$ cat src/design/utf8_code_point_decoder_core_defines.svh
// Assertion macros shared by the decoder modules.
`ifndef UTF8_CODE_POINT_DECODER_CORE_DEFINES_SVH
`define UTF8_CODE_POINT_DECODER_CORE_DEFINES_SVH

// Same-cycle implication, checked while out of reset.
`define UTFD_ASSERT_NOW(label, ante, cons, msg) \
  label: assert property (@(posedge clk) disable iff (rst) (ante) |-> (cons)) \
    else $error(msg);

// Next-cycle implication, checked while out of reset.
`define UTFD_ASSERT_NEXT(label, ante, cons, msg) \
  label: assert property (@(posedge clk) disable iff (rst) (ante) |=> (cons)) \
    else $error(msg);

`endif

$ cat src/design/utfd_pkg.sv
package utfd_pkg;

  localparam int unsigned CP_W        = 21;
  localparam int unsigned QUEUE_DEPTH = 4;

  localparam logic [CP_W-1:0] REPL_CP     = 21'h00FFFD;
  localparam logic [7:0]      LEAD_MIN    = 8'hC2;
  localparam logic [7:0]      LEAD_MAX    = 8'hF4;
  localparam logic [7:0]      LEAD3_FIRST = 8'hE0;
  localparam logic [7:0]      LEAD4_FIRST = 8'hF0;

  // What closes a job after its flushed replacements.
  typedef enum logic [1:0] {
    FK_NONE,
    FK_CP,
    FK_ERR,
    FK_EOS
  } final_kind_t;

  typedef struct packed {
    logic [1:0]      flush_cnt;
    final_kind_t     kind;
    logic [CP_W-1:0] cp;
  } utfd_job_t;

endpackage

$ cat src/design/utf8_code_point_decoder_core.sv
// Channel  | Direction | Handshake                  | Payload
// byte     | in        | byte_valid / byte_ready    | in_byte
// result   | out       | result_valid / result_ready| code_point, decode_error,
//          |           |                            | end_of_string, last_in_run
// cfg      | in        | cfg_valid / cfg_ready      | bmp_only
//
// One byte per cycle is taken while the job queue has room; the queue holds
// QueueDepth jobs. Each result is one transfer on the result channel, so a
// byte with k results holds the back end until all k have been taken. The
// first result of a byte passes through the job queue and then the back end's
// current-job register. Reset is synchronous, clears the decode state and
// queue, and sets bmp_only to 1. cfg_ready is always high. A stalled result
// channel fills the queue, then drops byte_ready.
module utf8_code_point_decoder_core
  import utfd_pkg::*;
#(
  parameter int unsigned QueueDepth = QUEUE_DEPTH
) (
  input  logic            clk,
  input  logic            rst,
  input  logic            cfg_valid,
  output logic            cfg_ready,
  input  logic            bmp_only,
  input  logic            byte_valid,
  output logic            byte_ready,
  input  logic [7:0]      in_byte,
  output logic            result_valid,
  input  logic            result_ready,
  output logic [CP_W-1:0] code_point,
  output logic            decode_error,
  output logic            end_of_string,
  output logic            last_in_run
);

  logic      push;
  utfd_job_t push_job;
  logic      full;
  logic      pop;
  utfd_job_t pop_job;
  logic      empty;

  assign cfg_ready  = 1'b1;
  assign byte_ready = !full;

  utfd_front u_front (
    .clk        (clk),
    .rst        (rst),
    .cfg_wr     (cfg_valid && cfg_ready),
    .cfg_data   (bmp_only),
    .byte_valid (byte_valid),
    .byte_ready (byte_ready),
    .in_byte    (in_byte),
    .push       (push),
    .push_job   (push_job)
  );

  utfd_queue #(
    .Depth (QueueDepth)
  ) u_queue (
    .clk      (clk),
    .rst      (rst),
    .push     (push),
    .push_job (push_job),
    .full     (full),
    .pop      (pop),
    .pop_job  (pop_job),
    .empty    (empty)
  );

  utfd_back u_back (
    .clk           (clk),
    .rst           (rst),
    .empty         (empty),
    .pop_job       (pop_job),
    .pop           (pop),
    .result_valid  (result_valid),
    .result_ready  (result_ready),
    .code_point    (code_point),
    .decode_error  (decode_error),
    .end_of_string (end_of_string),
    .last_in_run   (last_in_run)
  );

endmodule

$ cat src/design/utfd_front.sv
module utfd_front
  import utfd_pkg::*;
(
  input  logic      clk,
  input  logic      rst,
  input  logic      cfg_wr,
  input  logic      cfg_data,
  input  logic      byte_valid,
  input  logic      byte_ready,
  input  logic [7:0] in_byte,
  output logic      push,
  output utfd_job_t push_job
);

  logic       bmp_only;
  logic [7:0] held_lead;
  logic [7:0] held_cont [2];
  logic [1:0] held_count;
  logic       seq_active;

  logic [7:0] held_lead_next;
  logic [1:0] held_count_next;
  logic       seq_active_next;
  logic       cont_wr;

  logic        take;
  logic        is_cont;
  logic        fresh_open;
  final_kind_t fresh_kind;
  logic [1:0]  need;
  logic        complete;
  logic [CP_W-1:0] raw_cp;
  logic [CP_W-1:0] seq_cp;
  utfd_job_t   job;

  assign take    = byte_valid && byte_ready;
  assign is_cont = (in_byte[7:6] == 2'b10);

  always_comb begin
    fresh_open = 1'b0;
    fresh_kind = FK_ERR;
    if (!in_byte[7]) begin
      fresh_kind = FK_CP;
    end else if (in_byte >= LEAD_MIN && in_byte <= LEAD_MAX) begin
      fresh_open = 1'b1;
      fresh_kind = FK_NONE;
    end
  end

  always_comb begin
    if (held_lead < LEAD3_FIRST) begin
      need = 2'd1;
    end else if (held_lead < LEAD4_FIRST) begin
      need = 2'd2;
    end else begin
      need = 2'd3;
    end
  end

  assign complete = ({1'b0, held_count} + 3'd1) >= {1'b0, need};

  always_comb begin
    unique case (need)
      2'd1:    raw_cp = {10'd0, held_lead[4:0], in_byte[5:0]};
      2'd2:    raw_cp = {5'd0, held_lead[3:0], held_cont[0][5:0], in_byte[5:0]};
      default: raw_cp = {held_lead[2:0], held_cont[0][5:0], held_cont[1][5:0],
                         in_byte[5:0]};
    endcase
  end

  assign seq_cp = (bmp_only && raw_cp[CP_W-1:16] != '0) ? REPL_CP : raw_cp;

  always_comb begin
    job             = '0;
    job.kind        = FK_NONE;
    held_lead_next  = held_lead;
    held_count_next = held_count;
    seq_active_next = seq_active;
    cont_wr         = 1'b0;
    if (in_byte == 8'd0) begin
      job.flush_cnt   = seq_active ? 2'(held_count + 2'd1) : 2'd0;
      job.kind        = FK_EOS;
      job.cp          = '0;
      held_lead_next  = '0;
      held_count_next = '0;
      seq_active_next = 1'b0;
    end else if (seq_active && is_cont) begin
      if (complete) begin
        job.kind        = FK_CP;
        job.cp          = seq_cp;
        held_lead_next  = '0;
        held_count_next = '0;
        seq_active_next = 1'b0;
      end else begin
        cont_wr         = 1'b1;
        held_count_next = held_count + 2'd1;
      end
    end else begin
      job.flush_cnt = seq_active ? 2'(held_count + 2'd1) : 2'd0;
      job.kind      = fresh_kind;
      job.cp        = (fresh_kind == FK_CP) ? {13'd0, in_byte} : REPL_CP;
      if (fresh_open) begin
        held_lead_next  = in_byte;
        held_count_next = '0;
        seq_active_next = 1'b1;
      end else begin
        held_lead_next  = '0;
        held_count_next = '0;
        seq_active_next = 1'b0;
      end
    end
  end

  assign push     = take && (job.kind != FK_NONE || job.flush_cnt != 2'd0);
  assign push_job = job;

  always_ff @(posedge clk) begin
    if (rst) begin
      bmp_only   <= 1'b1;
      held_lead  <= '0;
      held_count <= '0;
      seq_active <= 1'b0;
    end else begin
      if (cfg_wr) begin
        bmp_only <= cfg_data;
      end
      if (take) begin
        held_lead  <= held_lead_next;
        held_count <= held_count_next;
        seq_active <= seq_active_next;
      end
    end
  end

  always_ff @(posedge clk) begin
    if (take && cont_wr) begin
      held_cont[held_count[0]] <= in_byte;
    end
  end

`include "utf8_code_point_decoder_core_defines.svh"

  `UTFD_ASSERT_NOW(a_idle_holds_nothing, !seq_active, held_count == 2'd0, "count while idle")
  `UTFD_ASSERT_NOW(a_count_bound, seq_active, held_count != 2'd3, "too many held bytes")

endmodule

$ cat src/design/utfd_queue.sv
module utfd_queue
  import utfd_pkg::*;
#(
  parameter int unsigned Depth = QUEUE_DEPTH
) (
  input  logic      clk,
  input  logic      rst,
  input  logic      push,
  input  utfd_job_t push_job,
  output logic      full,
  input  logic      pop,
  output utfd_job_t pop_job,
  output logic      empty
);

  localparam int unsigned PtrW = (Depth > 1) ? $clog2(Depth) : 1;
  localparam int unsigned CntW = $clog2(Depth + 1);

  utfd_job_t       mem [Depth];
  logic [PtrW-1:0] wr_ptr;
  logic [PtrW-1:0] rd_ptr;
  logic [CntW-1:0] count;

  logic do_push;
  logic do_pop;

  assign full    = (count == CntW'(Depth));
  assign empty   = (count == '0);
  assign do_push = push && !full;
  assign do_pop  = pop && !empty;
  assign pop_job = mem[rd_ptr];

  always_ff @(posedge clk) begin
    if (rst) begin
      wr_ptr <= '0;
      rd_ptr <= '0;
      count  <= '0;
    end else begin
      if (do_push) begin
        wr_ptr <= (wr_ptr == PtrW'(Depth - 1)) ? '0 : wr_ptr + 1'b1;
      end
      if (do_pop) begin
        rd_ptr <= (rd_ptr == PtrW'(Depth - 1)) ? '0 : rd_ptr + 1'b1;
      end
      if (do_push && !do_pop) begin
        count <= count + 1'b1;
      end else if (do_pop && !do_push) begin
        count <= count - 1'b1;
      end
    end
  end

  always_ff @(posedge clk) begin
    if (do_push) begin
      mem[wr_ptr] <= push_job;
    end
  end

`include "utf8_code_point_decoder_core_defines.svh"

  `UTFD_ASSERT_NOW(a_no_overflow, push, !full, "push into full queue")
  `UTFD_ASSERT_NOW(a_count_range, 1'b1, count <= CntW'(Depth), "queue count out of range")

endmodule

$ cat src/design/utfd_back.sv
module utfd_back
  import utfd_pkg::*;
(
  input  logic            clk,
  input  logic            rst,
  input  logic            empty,
  input  utfd_job_t       pop_job,
  output logic            pop,
  output logic            result_valid,
  input  logic            result_ready,
  output logic [CP_W-1:0] code_point,
  output logic            decode_error,
  output logic            end_of_string,
  output logic            last_in_run
);

  utfd_job_t  cur;
  logic       cur_valid;
  logic [1:0] step;

  logic on_final;
  logic done;
  logic load;

  assign on_final = (step == cur.flush_cnt);
  assign last_in_run = (cur.kind == FK_NONE) ? (step == 2'(cur.flush_cnt - 2'd1))
                                             : on_final;

  assign result_valid  = cur_valid;
  assign code_point    = on_final ? cur.cp : REPL_CP;
  assign decode_error  = on_final ? (cur.kind == FK_ERR) : 1'b1;
  assign end_of_string = on_final && (cur.kind == FK_EOS);

  assign done = result_valid && result_ready && last_in_run;
  assign load = !cur_valid || done;
  assign pop  = load && !empty;

  always_ff @(posedge clk) begin
    if (rst) begin
      cur_valid <= 1'b0;
      step      <= '0;
    end else if (load) begin
      cur_valid <= !empty;
      step      <= '0;
    end else if (result_valid && result_ready) begin
      step <= step + 2'd1;
    end
  end

  always_ff @(posedge clk) begin
    if (pop) begin
      cur <= pop_job;
    end
  end

`include "utf8_code_point_decoder_core_defines.svh"

  `UTFD_ASSERT_NOW(a_step_bound, cur_valid, step <= cur.flush_cnt, "step past job end")
  `UTFD_ASSERT_NOW(a_job_nonempty, cur_valid,
    cur.kind != FK_NONE || cur.flush_cnt != 2'd0, "empty job loaded")

endmodule
$ cat config.mk
export PLATFORM = sky130hd
export DESIGN_NAME = utf8_code_point_decoder_core
export DESIGN_NICKNAME = d
export VERILOG_FILES = /design/src/design/utfd_pkg.sv /design/src/design/utf8_code_point_decoder_core.sv /design/src/design/utfd_front.sv /design/src/design/utfd_queue.sv /design/src/design/utfd_back.sv
export VERILOG_INCLUDE_DIRS = /design/src /design/src/design
export SDC_FILE = /design/constraint.sdc
export NUM_CORES = 1
export LEC_CHECK = 0
export BUFFER_PORTS_ARGS = -buffer_cell sky130_fd_sc_hd__buf_2
export CORE_ASPECT_RATIO = 1.1
export CORE_UTILIZATION = 30
export CTS_CLUSTER_DIAMETER = 30
export CTS_CLUSTER_SIZE = 14
export DETAILED_ROUTE_END_ITERATION = 16
export GPL_ROUTABILITY_DRIVEN = 0
export PLACE_DENSITY = 0.51
export SYNTH_ARGS = -nofsm -noshare
export SYNTH_HDL_FRONTEND = slang
export SYNTH_SLANG_ARGS = --single-unit
export TNS_END_PERCENT = 30
$ cat constraint.sdc
create_clock -name clk -period 3.95 [get_ports clk]
set_clock_uncertainty 0.2 [all_clocks]
set_input_delay 0.79 -clock clk [delete_from_list [all_inputs] [get_ports clk]]
set_output_delay 0.79 -clock clk [all_outputs]
set_load 0.005 [all_outputs]
## Word-level counts from Yosys, hierarchy flattened

Memory sizes are Yosys's and may differ from the RTL's. A register that Yosys moved wholly into a read port is not among the register bits.
Cells that the tools add are included.
W data, S select, Z words.

- $add $sub $neg: 8
- Magnitude comparators: 5
- Equal/unequal tests: 12
- Multiplexer cells: 39
- Reduce and logical (&&, ||, !) cells: 30

Operator list:

| cell | number |
|---|---|
| $mux W21 | 2 |
| $pmux W21 S2 | 1 |
| $mux W8 | 4 |
| $mux W25 | 1 |
| $mux W23 | 1 |
| $mux W22 | 1 |
| $mux W2 | 10 |
| $lt A8 B8 Y1 const B | 2 |
| $mux W1 | 16 |
| $mux W16 | 1 |
| $logic_and A1 B1 Y1 | 14 |
| $eq A2 B2 Y1 const B | 6 |
| $add A2 B1 Y2 const B | 4 |
| $ge A8 B8 Y1 const B | 1 |
| $le A8 B8 Y1 const B | 1 |
| $logic_not A8 Y1 | 1 |
| $mux W3 | 2 |
| $reduce_bool A2 Y1 | 3 |
| $logic_not A1 Y1 | 5 |
| $reduce_bool A5 Y1 | 1 |
| $eq A2 B1 Y1 const B | 2 |
| $eq A2 B2 Y1 | 2 |
| $add A2 B1 Y3 const B | 1 |
| $add A3 B1 Y3 const B | 1 |
| other kinds (10) | 11 |

- Bits in registers: 22
- Bits in writable memories: 116
- Input port bits: 14
- Output and inout bits: 27
- Memories: 2

Memory list:

| name | depth | bits a word | read ports | clocked after memory_dff | write ports | line | source |
|---|---|---|---|---|---|---|---|
| u_queue.mem | 4 | 25 | 1 | 1 | 1 | utfd_queue.sv:19 | `utfd_job_t mem [Depth];` |
| u_front.held_cont | 2 | 8 | 2 | 0 | 1 | utfd_front.sv:17 | `logic [7:0] held_cont [2];` |

## Longest topological paths before layout

- Word-level depth: 19
- Mapped depth: 16
- Mapped depth without buffers: 13

## Hierarchy

From an unflattened synthesis, not the netlist that was laid out.

- Cell total of the unflattened synthesis: 414
- Area, all modules: 6647.6 um^2

Modules (own cells, without submodules):

| module | times used | cells each | area an instance (um^2) |
|---|---|---|---|
| utfd_queue | 1 | 181 | 4101.4 |
| utfd_front | 1 | 149 | 1375.1 |
| utfd_back | 1 | 81 | 1156.1 |
| utf8_code_point_decoder_core | 1 | 3 | 15.0 |

## Least setup slack after synthesis

OpenSTA, ideal clock, no wires.

- Kind: input port to flip-flop
- Start: input port result_ready
- End: register u_queue.count[2]
- Arrival: 3.459 ns
- Data required time: 3.680 ns
- Path slack: 0.221 ns
- Stages on the path: 11
- Buffers on the path: 0
- Cells stage by stage: nand2b_1 o41ai_1 a31oi_1 nor2_1 inv_1 ha_1 inv_1 fa_1 xor2_1 or3_1 a21oi_1

- Longest elaborated chain between the ends: 8
- Elaborated cells between the ends (all ways): 10
- Those cells by class: mux (1); reduce/logical (9)

RTL lines:

| item | line | source |
|---|---|---|
| from (decl) | utf8_code_point_decoder_core.sv:28 | `input logic result_ready,` |
| $logic_and A1 B1 Y1 (*) (2 in series) | utfd_back.sv:34 | `assign done = result_valid && result_ready && last_in_run;` |
| $logic_or A1 B1 Y1 (*) | utfd_back.sv:35 | `assign load = !cur_valid \|\| done;` |
| $logic_and A1 B1 Y1 (*) | utfd_back.sv:36 | `assign pop = load && !empty;` |
| net pop | utf8_code_point_decoder_core.sv:38 | `logic pop;` |
| $logic_and A1 B1 Y1 (*) | utfd_queue.sv:30 | `assign do_pop = pop && !empty;` |
| $logic_not A1 Y1 | utfd_queue.sv:45 | `if (do_push && !do_pop) begin` |
| $logic_and A1 B1 Y1 | utfd_queue.sv:45 |  |
| $mux W3 or $reduce_bool A2 Y1 (tied branches) | - |  |
| to (signal assigned) | utfd_queue.sv:46 | `count <= count + 1'b1;` |
| to (signal assigned) | utfd_queue.sv:48 | `count <= count - 1'b1;` |
| to (decl) | utfd_queue.sv:22 | `logic [CntW-1:0] count;` |

Mark *: on every way through the listed nets, which the timed path passes. The rest lies on a longest branch.
A chain may end at the register's enable or synchronous reset.

## Final worst setup path

- Start: register u_front.seq_active
- End: register u_queue.count[2]

- Longest elaborated chain between the ends: 10
- Elaborated cells between the ends (all ways): 15
- Those cells by class: mux (5); reduce/logical (10)

RTL lines:

| item | line | source |
|---|---|---|
| from (decl) | utfd_front.sv:19 | `logic seq_active;` |
| from (signal assigned) | utfd_front.sv:130 | `seq_active <= seq_active_next;` |
| $mux W2 or $logic_and A1 B1 Y1 (tied branches) | utfd_front.sv:81, utfd_front.sv:99, utfd_front.sv:87 |  |
| $mux W2 or $mux W23 (tied branches) | utfd_front.sv:87 | `end else if (seq_active && is_cont) begin` |
| $mux W25 (*) | utfd_front.sv:80 | `if (in_byte == 8'd0) begin` |
| $reduce_bool A2 Y1 | utfd_front.sv:114 | `assign push = take && (job.kind != FK_NONE \|\| job.flush_cnt != 2'd0);` |
| $logic_or A1 B1 Y1 (*) | utfd_front.sv:114 |  |
| $logic_and A1 B1 Y1 (*) | utfd_front.sv:114 |  |
| $logic_and A1 B1 Y1 (*) | utfd_queue.sv:29 | `assign do_push = push && !full;` |
| net u_queue.do_push | utfd_queue.sv:24 | `logic do_push;` |
| $logic_not A1 Y1 | utfd_queue.sv:47 | `end else if (do_pop && !do_push) begin` |
| $logic_and A1 B1 Y1 | utfd_queue.sv:47 |  |
| $reduce_bool A2 Y1 (no source line) | - |  |

Marks and branches as above.

==> metrics.cfg <==
[clock_network]
cts-root-buf = sky130_fd_sc_hd__clkbuf_16
hold_buffers = 0
insertion_delay_ns = 0.41
cts_resized = 0
clock_tree_from_tritoncts = done
clk_pin_slew_ns = 0.06
cts_sinks = 158
numCtsBuffers = 17
ctsLongestPathBuffers = 2
postCtsSetupRepairBufs = 0
cts.htree.levels = 4

[routing]
first_pass_iters = 4
detailedRoute.firstIterationViolations = 247
via_count = 3540
remaining_drc_errors = 0
final_antenna_net_count = 0
routed_wire_length_per_instance_um = 17.4
totalWireLength_um = 13300
vias_per_cell = 4.65

[floorplanning]
floorplan.die.width_um = 142
die-height_um = 157
start_util = 0.306
core_area_mm2 = 0.0213
std_cell_rows = 56
io-pin-count = 41
fp.dieArea_mm2 = 0.0223

[setup_path]
r2r_end = u_queue.count[2]
path_max_fanout = 10
setup.worst_path.end_class = register
criticalPathCategory = reg -> reg
reg2reg_from = u_front.seq_active
ff2ff_path_depth = 14
timing.critical_path.from_type = register
cp.required_ns = 4.09
setup.reg_to_reg.worst_slack_ns = 0.29
timing.critical_path.arrival_ns = 3.80

[timing]
max_freq_ghz = 0.273
finalWorstPathRequiredPeriod_ns = 3.66
slew_viol_final = 0
holdWs_ns = 0.306
final-setup-viol-count = 0
fin_crit_sh = 0.927
worst_slew_pin_slew_ns = 1.10
timing.final.hold_violations = 0
final.setup.tns_ns = 0
setup_repair_after_global_routing_missed_its_margin = false
timing.max_slew.rel_slack = 0.267

[logic_synthesis]
synth.cell_area_mm2 = 0.00651
yosys_reg_bits = 158
synth_flop_cell = sky130_fd_sc_hd__edfxtp_1
synth_edf_count = 137
postSynthCellCount = 409
synth_seq_area_share = 0.697
warnings_from_yosys = 0
count_of_unique_library_cells_instantiated_by_yosys = 50
synthesis.nets = 433
syn_area_per_cell_um2 = 15.9
fraction_of_registers_with_async_set_reset = 0

[grt]
initial_antenna_violation_count = 0
grt_max_degree = 29
groute.usage.overall = 0.128
grt_pass1_vias = 3639
global_route_wire_length_before_repair_um = 20800
overflow = 0

[run]
drv_cap = 0

[layout]
layout.cells.most_common_list = sky130_fd_sc_hd__edfxtp_1, sky130_fd_sc_hd__buf_2, sky130_fd_sc_hd__nor2_1
finalNetCount = 483
layout_stage_area_growth_over_the_synthesis_result_pct = 17.1
layout_cells_sized_above_1 = 0.246
commonest_non_fill_non_tap_cell_in_the_layout = sky130_fd_sc_hd__edfxtp_1
total_inserted_antenna_cells = 0

[pwr]
p_leak_nw = 2.49
vdd.ir_drop.worst_v = 0.000287
power.density_cell_area_mw_per_mm2 = 641

[status]
status = complete, no violations

[min_path]
worstHoldPathType = reg -> reg
hold_path_depth = 2
hold_path.startpoint = u_front.held_lead[6]
hold_end = u_front.held_lead[6]

[place]
hpwl_um = 8880
place.port_buffers = 39

==> logic make-up after synthesis <==
kind of cell	count (synthesis)	share of synthesized area
buffers and inverters	28	0.0198
muxes	27	0.0903
other	1	0.000576
AOI/OAI and AO/OA	64	0.0659
and+or+nand+nor	115	0.0961
adders and majority gates	10	0.0215
xor gates and xnor gates	6	0.00923
DFF	158	0.697
==> cell usage after synthesis, types with 2 or more instances <==
cell type / instances / area share
sky130_fd_sc_hd__edfxtp_1: 137 / 0.63
sky130_fd_sc_hd__nor2_1: 35 / 0.020
sky130_fd_sc_hd__mux4_2: 25 / 0.086
sky130_fd_sc_hd__dfxtp_1: 21 / 0.065
sky130_fd_sc_hd__a21oi_1: 16 / 0.012
sky130_fd_sc_hd__and2_1: 12 / 0.012
sky130_fd_sc_hd__or3_1: 11 / 0.011
sky130_fd_sc_hd__nand2_1: 10 / 0.0058
sky130_fd_sc_hd__nand2b_1: 10 / 0.0096
sky130_fd_sc_hd__o21ai_0: 10 / 0.0077
sky130_fd_sc_hd__clkbuf_1: 9 / 0.0052
sky130_fd_sc_hd__inv_1: 9 / 0.0052
sky130_fd_sc_hd__ha_1: 8 / 0.015
sky130_fd_sc_hd__o21a_1: 8 / 0.0092
sky130_fd_sc_hd__a22oi_1: 7 / 0.0081
sky130_fd_sc_hd__and3_1: 7 / 0.0067
sky130_fd_sc_hd__or3_2: 6 / 0.0069
sky130_fd_sc_hd__buf_4: 5 / 0.0058
sky130_fd_sc_hd__nand3_1: 5 / 0.0038
sky130_fd_sc_hd__xor2_1: 5 / 0.0067
sky130_fd_sc_hd__a31oi_1: 4 / 0.0038
sky130_fd_sc_hd__buf_2: 4 / 0.0031
sky130_fd_sc_hd__nor3_1: 4 / 0.0031
sky130_fd_sc_hd__o31ai_1: 4 / 0.0046
sky130_fd_sc_hd__a221o_1: 3 / 0.0046
sky130_fd_sc_hd__nand3b_1: 3 / 0.0035
sky130_fd_sc_hd__o22ai_1: 3 / 0.0029
sky130_fd_sc_hd__or4_1: 3 / 0.0035
sky130_fd_sc_hd__a31o_2: 2 / 0.0027
sky130_fd_sc_hd__fa_1: 2 / 0.0062
sky130_fd_sc_hd__nor3b_1: 2 / 0.0023
==> final cells by class <==
type                    count  area [um^2]
fillers                  2047        13700
flip-flops and latches    158         4540
multi-input cells         223         1850
clock buffers              25          475
well taps                 290          363
repair buffers             50          278
clock inverters             7         90.1
inverters                   9         33.8
==> report_power, final <==
| group | internal (W) | switching [W] |
|---|---|---|
| sequential | 0.00215 | 0.000164 |
| clock | 0.000961 | 0.000595 |
| combinational | 0.000486 | 0.000535 |
| total | 0.00359 | 0.00129 |
==> worst max path at each step <==
| stage | from | endpoint | cells after the start |
|---|---|---|---|
| after detailed placement | u_front.seq_active | u_queue.count[2] | 14 |
| after floorplan | result_ready | u_queue.count[2] | 11 |
| final | u_front.seq_active | u_queue.count[2] | 14 |
| after CTS | u_back.step[0] | code_point[1] | 4 |
| after global routing | u_front.seq_active | u_queue.count[2] | 14 |
| after global placement | in_byte[2] | u_queue.count[2] | 11 |
==> flip-flops by register name, indices dropped and copies added (netlist names) <==
name and flops:
u_back.cur 25, u_back.result_valid 1, u_back.step 2, u_front.bmp_only 1, u_front.held_cont 12, u_front.held_count 2
u_front.held_lead 7, u_front.seq_active 1, u_queue.count 3, u_queue.mem 100, u_queue.rd_ptr 2, u_queue.wr_ptr 2
==> per-layer routing <==
layer / global-route usage / part of all wire / vias to the layer above / wire [um]
met5: 0 / 0 / - / 0
met4: 0.0476 / 0.014 / 0 / 187
met3: 0.0309 / 0.029 / 11 / 378
li1: - / - / 1693 / -
met1: 0.167 / 0.47 / 1780 / 6270
met2: 0.208 / 0.48 / 56 / 6420
==> per-stage QoR <==
step | area [um^2] | total power, W | util | std cells | setup WS, ns
floorplan | 6510 | 0.00300 | - | 409 | 0.221
global placement | 7060 | 0.00338 | 0.331 | 730 | 0.431
detailed placement | 7060 | 0.00341 | 0.331 | 730 | 0.338
CTS | 7620 | 0.00497 | 0.358 | 762 | 0.280
global route | 7620 | 0.00515 | 0.358 | 762 | 0.0660
finish | 7620 | 0.00489 | 0.358 | 762 | 0.289
==> critical path, stage by stage (launching register included) <==
cell,delay (ns)
sky130_fd_sc_hd__dfxtp_1,0.50
sky130_fd_sc_hd__and3_1,0.24
sky130_fd_sc_hd__buf_4,0.15
sky130_fd_sc_hd__nand2b_1,0.06
sky130_fd_sc_hd__ha_1,0.27
sky130_fd_sc_hd__nand2b_1,0.12
sky130_fd_sc_hd__a311o_1,0.39
sky130_fd_sc_hd__nand3_1,0.17
sky130_fd_sc_hd__nor2_1,0.20
sky130_fd_sc_hd__ha_1,0.22
sky130_fd_sc_hd__inv_1,0.07
sky130_fd_sc_hd__fa_1,0.37
sky130_fd_sc_hd__xor2_1,0.16
sky130_fd_sc_hd__or3_1,0.31
sky130_fd_sc_hd__a21oi_1,0.15
Power figures use the tool's default switching activity.
